$ cat config.mk
export PLATFORM = sky130hd
export DESIGN_NAME = integer_to_ascii_formatter
export DESIGN_NICKNAME = d
export VERILOG_FILES = /design/src/itoa_pkg.sv /design/src/itoa_fifo.sv /design/src/itoa_front.sv /design/src/itoa_back.sv /design/src/integer_to_ascii_formatter.sv
export SDC_FILE = /design/constraint.sdc
export NUM_CORES = 1
export LEC_CHECK = 0
export ABC_AREA = 1
export BUFFER_PORTS_ARGS = -buffer_cell sky130_fd_sc_hd__buf_2
export CORE_MARGIN = 2
export CORE_UTILIZATION = 25
export DETAILED_ROUTE_END_ITERATION = 6
export GPL_TIMING_DRIVEN = 0
export PLACE_DENSITY = 0.45
export SKIP_LAST_GASP = 1
export SYNTH_ARGS = -nofsm -noshare
export SYNTH_HDL_FRONTEND = slang
export SYNTH_SLANG_ARGS = --single-unit
export TNS_END_PERCENT = 20
$ cat constraint.sdc
create_clock -name clk -period 9.4 [get_ports clk]
set_input_delay 0.47 -clock clk [delete_from_list [all_inputs] [get_ports clk]]
set_output_delay 0.47 -clock clk [all_outputs]
set_load 0.005 [all_outputs]
$ cat src/itoa_pkg.sv
// Shared types, codes and character helpers for the integer to ASCII formatter.
// Used by itoa_front, itoa_back and the top level; depends on nothing else.
`default_nettype none

package itoa_pkg;

  typedef enum logic [1:0] {
    MODE_HEX_LOWER = 2'd0,
    MODE_HEX_UPPER = 2'd1,
    MODE_POINTER   = 2'd2,
    MODE_DECIMAL   = 2'd3
  } mode_e;

  typedef struct packed {
    logic upper;
    logic prefix;
    logic decimal;
  } ctl_t;

  localparam int CTL_W      = 3;
  localparam int DEC_BITS   = 32;
  localparam int BCD_DIGITS = 10;
  localparam int BCD_W      = BCD_DIGITS * 4;

  localparam logic [7:0] CHAR_ZERO    = 8'h30;
  localparam logic [7:0] CHAR_X       = 8'h78;
  localparam logic [7:0] CHAR_UPPER_A = 8'h41;
  localparam logic [7:0] CHAR_LOWER_A = 8'h61;
  localparam logic [3:0] DIGIT_TEN    = 4'd10;

  function automatic logic [7:0] digit_char(input logic [3:0] d, input logic upper);
    logic [7:0] c;
    if (d < DIGIT_TEN) begin
      c = CHAR_ZERO + {4'h0, d};
    end else if (upper) begin
      c = CHAR_UPPER_A + {4'h0, d - DIGIT_TEN};
    end else begin
      c = CHAR_LOWER_A + {4'h0, d - DIGIT_TEN};
    end
    return c;
  endfunction

endpackage

`default_nettype wire

$ cat src/itoa_fifo.sv
// Two-entry queue that decouples the classifying front from the formatting back.
// Stand-alone; carries an opaque word of DATA_W bits.
`default_nettype none

module itoa_fifo #(
  parameter int DATA_W = 67
) (
  input  wire logic              clk,
  input  wire logic              rst_n,
  input  wire logic              push,
  input  wire logic [DATA_W-1:0] push_data,
  output logic                   full,
  input  wire logic              pop,
  output logic                   not_empty,
  output logic [DATA_W-1:0]      pop_data
);

  logic [DATA_W-1:0] mem_r [2];
  logic              wr_ptr_r;
  logic              rd_ptr_r;
  logic [1:0]        count_r;

  assign full      = (count_r == 2'd2);
  assign not_empty = (count_r != 2'd0);
  assign pop_data  = mem_r[rd_ptr_r];

  always_ff @(posedge clk) begin
    if (push) begin
      mem_r[wr_ptr_r] <= push_data;
    end
  end

  always_ff @(posedge clk) begin
    if (!rst_n) begin
      wr_ptr_r <= 1'b0;
      rd_ptr_r <= 1'b0;
      count_r  <= 2'd0;
    end else begin
      if (push) begin
        wr_ptr_r <= ~wr_ptr_r;
      end
      if (pop) begin
        rd_ptr_r <= ~rd_ptr_r;
      end
      case ({push, pop})
        2'b10:   count_r <= count_r + 2'd1;
        2'b01:   count_r <= count_r - 2'd1;
        default: count_r <= count_r;
      endcase
    end
  end

endmodule

`default_nettype wire

$ cat src/itoa_front.sv
// Input stage: takes a beat, masks the value and decodes the mode into control flags.
// Depends on itoa_pkg; feeds itoa_fifo.
`default_nettype none

module itoa_front #(
  parameter int VALUE_WIDTH = 64
) (
  input  wire logic                   clk,
  input  wire logic                   rst_n,
  input  wire logic                   in_valid,
  output logic                        in_stall,
  input  wire logic [1:0]             in_mode,
  input  wire logic [63:0]            in_value,
  output logic                        push,
  output itoa_pkg::ctl_t              push_ctl,
  output logic [VALUE_WIDTH-1:0]      push_value,
  input  wire logic                   fifo_full
);

  logic                   valid_r;
  itoa_pkg::ctl_t         ctl_r;
  logic [VALUE_WIDTH-1:0] value_r;
  logic                   accept;

  assign in_stall   = valid_r && fifo_full;
  assign accept     = in_valid && !in_stall;
  assign push       = valid_r && !fifo_full;
  assign push_ctl   = ctl_r;
  assign push_value = value_r;

  always_ff @(posedge clk) begin
    if (accept) begin
      value_r       <= in_value[VALUE_WIDTH-1:0];
      ctl_r.upper   <= (in_mode == itoa_pkg::MODE_HEX_UPPER);
      ctl_r.prefix  <= (in_mode == itoa_pkg::MODE_POINTER);
      ctl_r.decimal <= (in_mode == itoa_pkg::MODE_DECIMAL);
    end
  end

  always_ff @(posedge clk) begin
    if (!rst_n) begin
      valid_r <= 1'b0;
    end else if (accept) begin
      valid_r <= 1'b1;
    end else if (push) begin
      valid_r <= 1'b0;
    end
  end

endmodule

`default_nettype wire

$ cat src/itoa_back.sv
// Formatting engine: binary to BCD by shift-and-add-3, leading zero scan, and
// character output through a registered result stage. Depends on itoa_pkg.
`default_nettype none

module itoa_back #(
  parameter int VALUE_WIDTH = 64
) (
  input  wire logic                   clk,
  input  wire logic                   rst_n,
  input  wire logic                   fifo_not_empty,
  input  wire itoa_pkg::ctl_t         fifo_ctl,
  input  wire logic [VALUE_WIDTH-1:0] fifo_value,
  output logic                        pop,
  output logic                        out_valid,
  input  wire logic                   out_stall,
  output logic [7:0]                  out_char,
  output logic                        out_last
);

  localparam int HEX_W = ((VALUE_WIDTH + 3) / 4) * 4;
  localparam int DW    = (HEX_W > itoa_pkg::BCD_W) ? HEX_W : itoa_pkg::BCD_W;
  localparam int ND    = DW / 4;
  localparam int RW    = $clog2(ND + 1);
  localparam int CW    = $clog2(itoa_pkg::DEC_BITS);

  typedef enum logic [2:0] {
    S_IDLE,
    S_CONV,
    S_SKIP,
    S_PFX0,
    S_PFX1,
    S_EMIT
  } state_t;

  state_t                        state_r;
  itoa_pkg::ctl_t                ctl_r;
  logic [DW-1:0]                 dig_r;
  logic [itoa_pkg::DEC_BITS-1:0] bin_r;
  logic [CW-1:0]                 cnt_r;
  logic [RW-1:0]                 rem_r;
  logic                          out_valid_r;
  logic [7:0]                    out_char_r;
  logic                          out_last_r;

  logic                          out_free;
  logic [DW-1:0]                 ext_value;
  logic [itoa_pkg::BCD_W-1:0]    bcd_adj;
  logic [3:0]                    top_nib;

  assign out_free  = !out_valid_r || !out_stall;
  assign pop       = (state_r == S_IDLE) && fifo_not_empty;
  assign ext_value = DW'(fifo_value);
  assign top_nib   = dig_r[DW-1 -: 4];
  assign out_valid = out_valid_r;
  assign out_char  = out_char_r;
  assign out_last  = out_last_r;

  always_comb begin
    for (int i = 0; i < itoa_pkg::BCD_DIGITS; i++) begin
      if (dig_r[4*i +: 4] >= 4'd5) begin
        bcd_adj[4*i +: 4] = dig_r[4*i +: 4] + 4'd3;
      end else begin
        bcd_adj[4*i +: 4] = dig_r[4*i +: 4];
      end
    end
  end

  always_ff @(posedge clk) begin
    if (!rst_n) begin
      state_r     <= S_IDLE;
      out_valid_r <= 1'b0;
      ctl_r       <= '0;
      dig_r       <= '0;
      bin_r       <= '0;
      cnt_r       <= '0;
      rem_r       <= '0;
      out_char_r  <= '0;
      out_last_r  <= 1'b0;
    end else begin
      if (!out_stall) begin
        out_valid_r <= 1'b0;
      end
      case (state_r)
        S_IDLE: begin
          if (fifo_not_empty) begin
            ctl_r <= fifo_ctl;
            rem_r <= RW'(ND);
            cnt_r <= '0;
            if (fifo_ctl.decimal) begin
              bin_r   <= ext_value[itoa_pkg::DEC_BITS-1:0];
              dig_r   <= '0;
              state_r <= S_CONV;
            end else begin
              dig_r   <= ext_value;
              state_r <= S_SKIP;
            end
          end
        end
        S_CONV: begin
          dig_r <= DW'({bcd_adj[itoa_pkg::BCD_W-2:0], bin_r[itoa_pkg::DEC_BITS-1]});
          bin_r <= {bin_r[itoa_pkg::DEC_BITS-2:0], 1'b0};
          cnt_r <= cnt_r + CW'(1);
          if (cnt_r == CW'(itoa_pkg::DEC_BITS - 1)) begin
            state_r <= S_SKIP;
          end
        end
        S_SKIP: begin
          if ((top_nib == 4'd0) && (rem_r != RW'(1))) begin
            dig_r <= {dig_r[DW-5:0], 4'h0};
            rem_r <= rem_r - RW'(1);
          end else if (ctl_r.prefix) begin
            state_r <= S_PFX0;
          end else begin
            state_r <= S_EMIT;
          end
        end
        S_PFX0: begin
          if (out_free) begin
            out_valid_r <= 1'b1;
            out_char_r  <= itoa_pkg::CHAR_ZERO;
            out_last_r  <= 1'b0;
            state_r     <= S_PFX1;
          end
        end
        S_PFX1: begin
          if (out_free) begin
            out_valid_r <= 1'b1;
            out_char_r  <= itoa_pkg::CHAR_X;
            out_last_r  <= 1'b0;
            state_r     <= S_EMIT;
          end
        end
        S_EMIT: begin
          if (out_free) begin
            out_valid_r <= 1'b1;
            out_char_r  <= itoa_pkg::digit_char(top_nib, ctl_r.upper);
            out_last_r  <= (rem_r == RW'(1));
            dig_r       <= {dig_r[DW-5:0], 4'h0};
            rem_r       <= rem_r - RW'(1);
            if (rem_r == RW'(1)) begin
              state_r <= S_IDLE;
            end
          end
        end
        default: state_r <= S_IDLE;
      endcase
    end
  end

endmodule

`default_nettype wire

$ cat src/integer_to_ascii_formatter.sv
// Top level of the integer to ASCII formatter.
// Instantiates itoa_front, itoa_fifo and itoa_back; depends on itoa_pkg.
//
// Each input beat carries a mode and a number, and the block returns the
// number's text one character per output beat, most significant digit first,
// with out_last set on the final character. Modes are lowercase hex, uppercase
// hex, pointer ("0x" then lowercase hex) and unsigned decimal of the low 32
// bits; leading zeros are dropped and zero prints as "0". Only the low
// VALUE_WIDTH bits of in_value are used. An input stage and a two-entry queue
// take up to three items ahead of the formatter, which handles one number at
// a time. With N = ceil(max(VALUE_WIDTH, 40) / 4) digit slots, it takes each
// number through its steps in order: for decimal, the one-bit-per-cycle binary
// to BCD conversion; then the one-digit-per-cycle leading zero scan over up to
// N - 1 zero digits; then the "0x" prefix in pointer mode; then the digits. A
// stalled output holds the prefix and the digits.
`default_nettype none

module integer_to_ascii_formatter #(
  parameter int VALUE_WIDTH = 64
) (
  input  wire logic        clk,
  input  wire logic        rst_n,
  input  wire logic        in_valid,
  output logic             in_stall,
  input  wire logic [1:0]  in_mode,
  input  wire logic [63:0] in_value,
  output logic             out_valid,
  input  wire logic        out_stall,
  output logic [7:0]       out_char,
  output logic             out_last
);

  localparam int Q_W = itoa_pkg::CTL_W + VALUE_WIDTH;

  logic                   push;
  itoa_pkg::ctl_t         push_ctl;
  logic [VALUE_WIDTH-1:0] push_value;
  logic                   fifo_full;
  logic                   pop;
  logic                   fifo_not_empty;
  logic [Q_W-1:0]         pop_data;
  itoa_pkg::ctl_t         pop_ctl;
  logic [VALUE_WIDTH-1:0] pop_value;

  assign pop_ctl   = itoa_pkg::ctl_t'(pop_data[Q_W-1 -: itoa_pkg::CTL_W]);
  assign pop_value = pop_data[VALUE_WIDTH-1:0];

  itoa_front #(
    .VALUE_WIDTH(VALUE_WIDTH)
  ) u_front (
    .clk       (clk),
    .rst_n     (rst_n),
    .in_valid  (in_valid),
    .in_stall  (in_stall),
    .in_mode   (in_mode),
    .in_value  (in_value),
    .push      (push),
    .push_ctl  (push_ctl),
    .push_value(push_value),
    .fifo_full (fifo_full)
  );

  itoa_fifo #(
    .DATA_W(Q_W)
  ) u_fifo (
    .clk      (clk),
    .rst_n    (rst_n),
    .push     (push),
    .push_data({push_ctl, push_value}),
    .full     (fifo_full),
    .pop      (pop),
    .not_empty(fifo_not_empty),
    .pop_data (pop_data)
  );

  itoa_back #(
    .VALUE_WIDTH(VALUE_WIDTH)
  ) u_back (
    .clk           (clk),
    .rst_n         (rst_n),
    .fifo_not_empty(fifo_not_empty),
    .fifo_ctl      (pop_ctl),
    .fifo_value    (pop_value),
    .pop           (pop),
    .out_valid     (out_valid),
    .out_stall     (out_stall),
    .out_char      (out_char),
    .out_last      (out_last)
  );

endmodule

`default_nettype wire
After elaboration in Yosys (flattened, before gate mapping) --
Memories as Yosys holds them, arrays and structs flattened. A register that Yosys moved wholly into a read port is not among the register bits. Index checks and enable logic that the tools add are counted.
Storage, ports and cells: register bits 193, bits in writable memories 134, input port bits 70, output and inout port bits 11, word-level logic and storage cells 157, memories kept 1
Memories:
- u_fifo.mem_r | words 2, bits a word 67, rd ports 1, clocked after memory_dff 1, wr ports 1, RTL line itoa_fifo.sv:18 | logic [DATA_W-1:0] mem_r [2];
Cells by class: add/subtract/negate cells 18, magnitude comparators 11, eq/ne operators 24, muxes and demuxes 53, bitwise gates (word level) 2, reduce and logical (&&, ||, !) cells 30
Operators by type and width (count):
- two-way mux 64 bit | 4
- case mux 64 bit (4 select lines) | 1
- two-way mux 32 bit | 2
- case mux 32 bit (2 select lines) | 1
- >= comparator 4 x 3 -> 1 bit, second input constant | 10
- two-way mux 8 bit | 5
- adder 4 x 2 -> 4 bit, second input constant | 9
- two-way mux 4 bit | 9
- two-way mux 3 bit | 9
- case mux 8 bit (3 select lines) | 1
- two-way mux 5 bit | 4
- case mux 3 bit (6 select lines) | 1
- adder 7 x 4 -> 8 bit, first input constant | 2
- != test 2 x 1 -> 1 bit, second input constant | 8
- case mux 5 bit (3 select lines) | 1
- AND reduction 4 bit | 3
- two-way mux 1 bit | 11
- case mux 5 bit (2 select lines) | 1
- nonzero test 2 bit | 5
- == test 2 bit, second input constant | 4
- adder 6 x 4 -> 7 bit, first input constant | 1
- AND reduction 7 bit | 1
- == test 3 x 2 -> 1 bit, second input constant | 2
- == test 3 bit, second input constant | 2
- 28 further kinds | 41

Depth between registers and ports, before layout --
word-level depth 6, gate-level depth with buffers 13, mapped depth without buffers 11

Cells and area by module --
Synthesis repeated with hierarchy kept, for this count alone.
Unflattened totals: cell total of the unflattened synthesis 1569, area total of the unflattened synthesis 14770.4 um2
Modules (own cells, without submodules):
- itoa_back | times used 1, cells each 1244, area an instance 7504.7 um2, seq. area each 2402.3 um2
- itoa_fifo | times used 1, cells each 243, area an instance 5173.7 um2, seq. area each 4124.0 um2
- itoa_front | times used 1, cells each 82, area an instance 2092.0 um2, seq. area each 2031.9 um2

Worst setup path after synthesis --
OpenSTA, ideal clock, no wires.
path kind reg-to-reg, from register u_fifo.count_r[0], to memory u_fifo.mem_r[1][0], enable pin, setup time 0.494 ns, arrival time 3.494 ns, required time 8.906 ns, slack 5.412 ns, cell stages (with the launch flop) 5, path buffers 0, clock period less this slack 3.988 ns, path through dfxtp_1 inv_1 a21oi_1 inv_1 nor2_1
Between the ends: cells in the longest elaborated chain, start to end 5
Ends and longest elaborated chain:
- start: declaration | RTL line itoa_fifo.sv:21 | logic [1:0] count_r;
- start signal: assignment | RTL line itoa_fifo.sv:46 | 2'b10: count_r <= count_r + 2'd1;
- start signal: assignment | RTL line itoa_fifo.sv:47 | 2'b01: count_r <= count_r - 2'd1;
- start signal: assignment | RTL line itoa_fifo.sv:48 | default: count_r <= count_r;
- == test 2 bit | RTL line itoa_fifo.sv:23 | assign full = (count_r == 2'd2);
- logical NOT 1 bit | RTL line itoa_front.sv:27 | assign push = valid_r && !fifo_full;
- logical AND 1 bit | RTL line itoa_front.sv:27
- two-way mux 1 bit | RTL line itoa_fifo.sv:28 | if (push) begin
- two-way mux 1 bit (not written as such) | RTL line itoa_fifo.sv:29 | mem_r[wr_ptr_r] <= push_data;
- end: declaration | RTL line itoa_fifo.sv:18
Every way passes these cells.

==> results.md <==
- Highest clock rate: 423 MHz
- Final Cell Area: 17200 um^2
- Ports: 81
- CTS resizes: 0
- Crit path time final: 2.36 ns
- Hold Path Class: primary input to register
- Clock skew: 0.0321 ns
- Mean area per synthesized cell: 8.65 um^2
- EDFF count, synth: 201
- Yosys cell types: 29
- Sink Count: 327
- Starting density of the core: 0.252
- R2R depth: 7
- Drt pass-1 iters: 5
- WP data required: 9.86 ns
- Clock latency on the worst-skew pair: 0.54 ns
- Met3 usage: 0.0180
- Tcrit/Tclk final: 0.251
- Post-DP Area: 16000 um^2
- Critical path type: register to register
- Final Max Tran Viols: 0
- Post-Syn Instances: 1677
- Layout Cells excl Fill: 2592
- Die area: 59900 um^2
- Die width: 245 um
- GR Util met2: 0.200
- Grt peak-use layer: met2
- Inserted Clock Buffers: 37
- Setup TNS: 0 ns
- Placed cells: 2525
- Routed via count: 10993
- Total core area: 57500 um^2
- Endpoints failing hold: 0
- DR DRC count: 0
- Post-route ant nets: 0
- Nets: 1898
- Antenna violations before repair: 0
- Yosys top cell area share: 0.416
- RSZ-0062 raised after global routing: no
- Power Density: 329 nW/um^2
- Remaining global-route overflow: 0
- Yosys top cell by area: edfxtp_1
- Total power: 5650 uW
- Max-Slew Margin vs Limit: 0.496
- # diodes: 0
- Largest net degree at the start of global routing: 60
- Hold Buf Count CTS: 0
- Clock buffer depth: 3
- Site row count: 88
- FILL cells: 6119
- HPWL Detailed: 26400 um
- Die height: 245 um
- Layout area overhead: 18.3%
- GR Layer Usage met1: 0.166
- Final setup viols: 0
- Count leader, synth: nand2_1
- Most frequent cells after synthesis: nand2_1, nor2_1, edfxtp_1
- Critical Path End Type: register
- CP Max Fanout: 10
- Number of vias per cell: 4.24
- CTS tree: yes
- Critical Path AT: 2.82 ns
- Peak supply drop: 0.121 mV
- CTS H-tree lvls: 2
- Avg WL per Cell: 14.4 um
- Async S/R FF share, synth: 0
- Root Buffer: clkbuf_16
- Seq/Total Area, Yosys: 0.590
- Post-synthesis net count: 1776
- WHS Path Cells: 1
- FF+latch count, synth: 327
- GPL Wtd Cong: 0.865
- Max Cap Viol: 0
- Synth area leaders: edfxtp_1, dfxtp_1, nand2_1
- Vias in the first global route: 10439
- Layout cell share with drive strength beyond 1: 0.104
- GRT Total Usage: 0.124
- IO buf count: 78
- Least-Margin Pin Slew: 0.755 ns
- Run status: completed
- Starting DRC count in detailed routing: 708
- Ys flop type: edfxtp_1
- Warnings, synthesis: 0
- First-pass GRT wire length: 58200 um
- CP Launch Type: register
- Post-Synthesis Cell Area: 14500 um^2
- Clock transition at path regs: 0.06 ns
- Final wirelength: 37300 um
- Leak Pwr: 0.00724 uW
- Post-CTS setup buffers: 0
[through the flow]
stage,hold WS (ns),worst slack [ns],util
after floorplan,0.409,5.41,-
after global placement,0.427,3.22,0.276
after detailed placement,0.431,7.06,0.278
after CTS,0.0748,7.06,0.299
after global routing,0.0807,6.91,0.299
final,0.103,7.04,0.299
[power breakdown]
| part | total [uW] | internal (uW) | leakage [uW] | switching [uW] |
|---|---|---|---|---|
| sequential | 1960 | 1820 | 0.00292 | 144 |
| combinational | 2250 | 710 | 0.00374 | 1550 |
| clock | 1430 | 840 | 0.000574 | 590 |
| total | 5650 | 3370 | 0.00724 | 2280 |
[critical path, cell delays in order (launching register included)]
cell	delay, ns
dfxtp_1	0.30
buf_2	0.19
o21ai_1	0.58
nand3_1	0.45
clkbuf_1	0.32
o21ai_0	0.28
nor2_1	0.07
nor2_1	0.09
[cell usage in the layout, fill, tap and decap left out, drive strengths merged, types with 2 or more instances in the layout]
cell      count
nand4        24
nand3        90
inv         127
ha           29
o21ai       100
buf         131
clkinvlp      3
dfxtp       126
bufinv        4
edfxtp      201
a21oi        27
mux2i        24
clkbuf       71
clkinv       13
o21bai        4
nor3          2
nand2       586
nor2        254
a31oi         5
[kinds of logic after synthesis]
kind of cell,synth area share
adder cells (fa/ha/maj),0.0250
AO/OA/AOI/OAI,0.0497
other,0.000259
AND/OR/NAND/NOR,0.261
XOR/XNOR,0.000604
multiplexers,0.0166
flip-flops,0.590
buffers and inverters,0.0571
[path summary, 6_finish.rpt]
path	start	endpoint	slack, ns
worst max-delay path	register	u_back.dig_r[63]	7.04
worst max register to register	register	u_back.dig_r[63]	7.04
worst min register to register	u_front.push_value[43]	u_fifo.mem_r[1][43]	0.44
worst min-delay path	in_value[3]	u_front.push_value[3]	0.10
[per-layer routing]
layer	share of wire	vias up
met5	0	-
met4	0.033	0
met3	0.036	68
met2	0.45	206
met1	0.48	5041
li1	-	5678
[area by class of cell]
cell class                 instances  area [um^2]  area share
timing repair buffer              83          498      0.0290
inverter                         125          472      0.0275
sequential                       327         8560       0.499
clock buffer                      45          957      0.0558
buffer                            74          359      0.0209
multi-input combinational       1151         5130       0.299
tap                              765          957      0.0558
clock inverter                    22          226      0.0132
[flip-flops by register name (all words and copies together), names as in the netlist, 2 cells and up, named ones only]
signal / flops
u_back.bin_r: 32
u_back.cnt_r: 5
u_back.ctl_r: 2
u_back.dig_r: 64
u_back.out_char: 7
u_back.rem_r: 5
u_back.state_r: 3
u_fifo.count_r: 2
u_fifo.mem_r: 134
u_front.push_ctl: 3
u_front.push_value: 64
(Power assumes the default switching activity.)
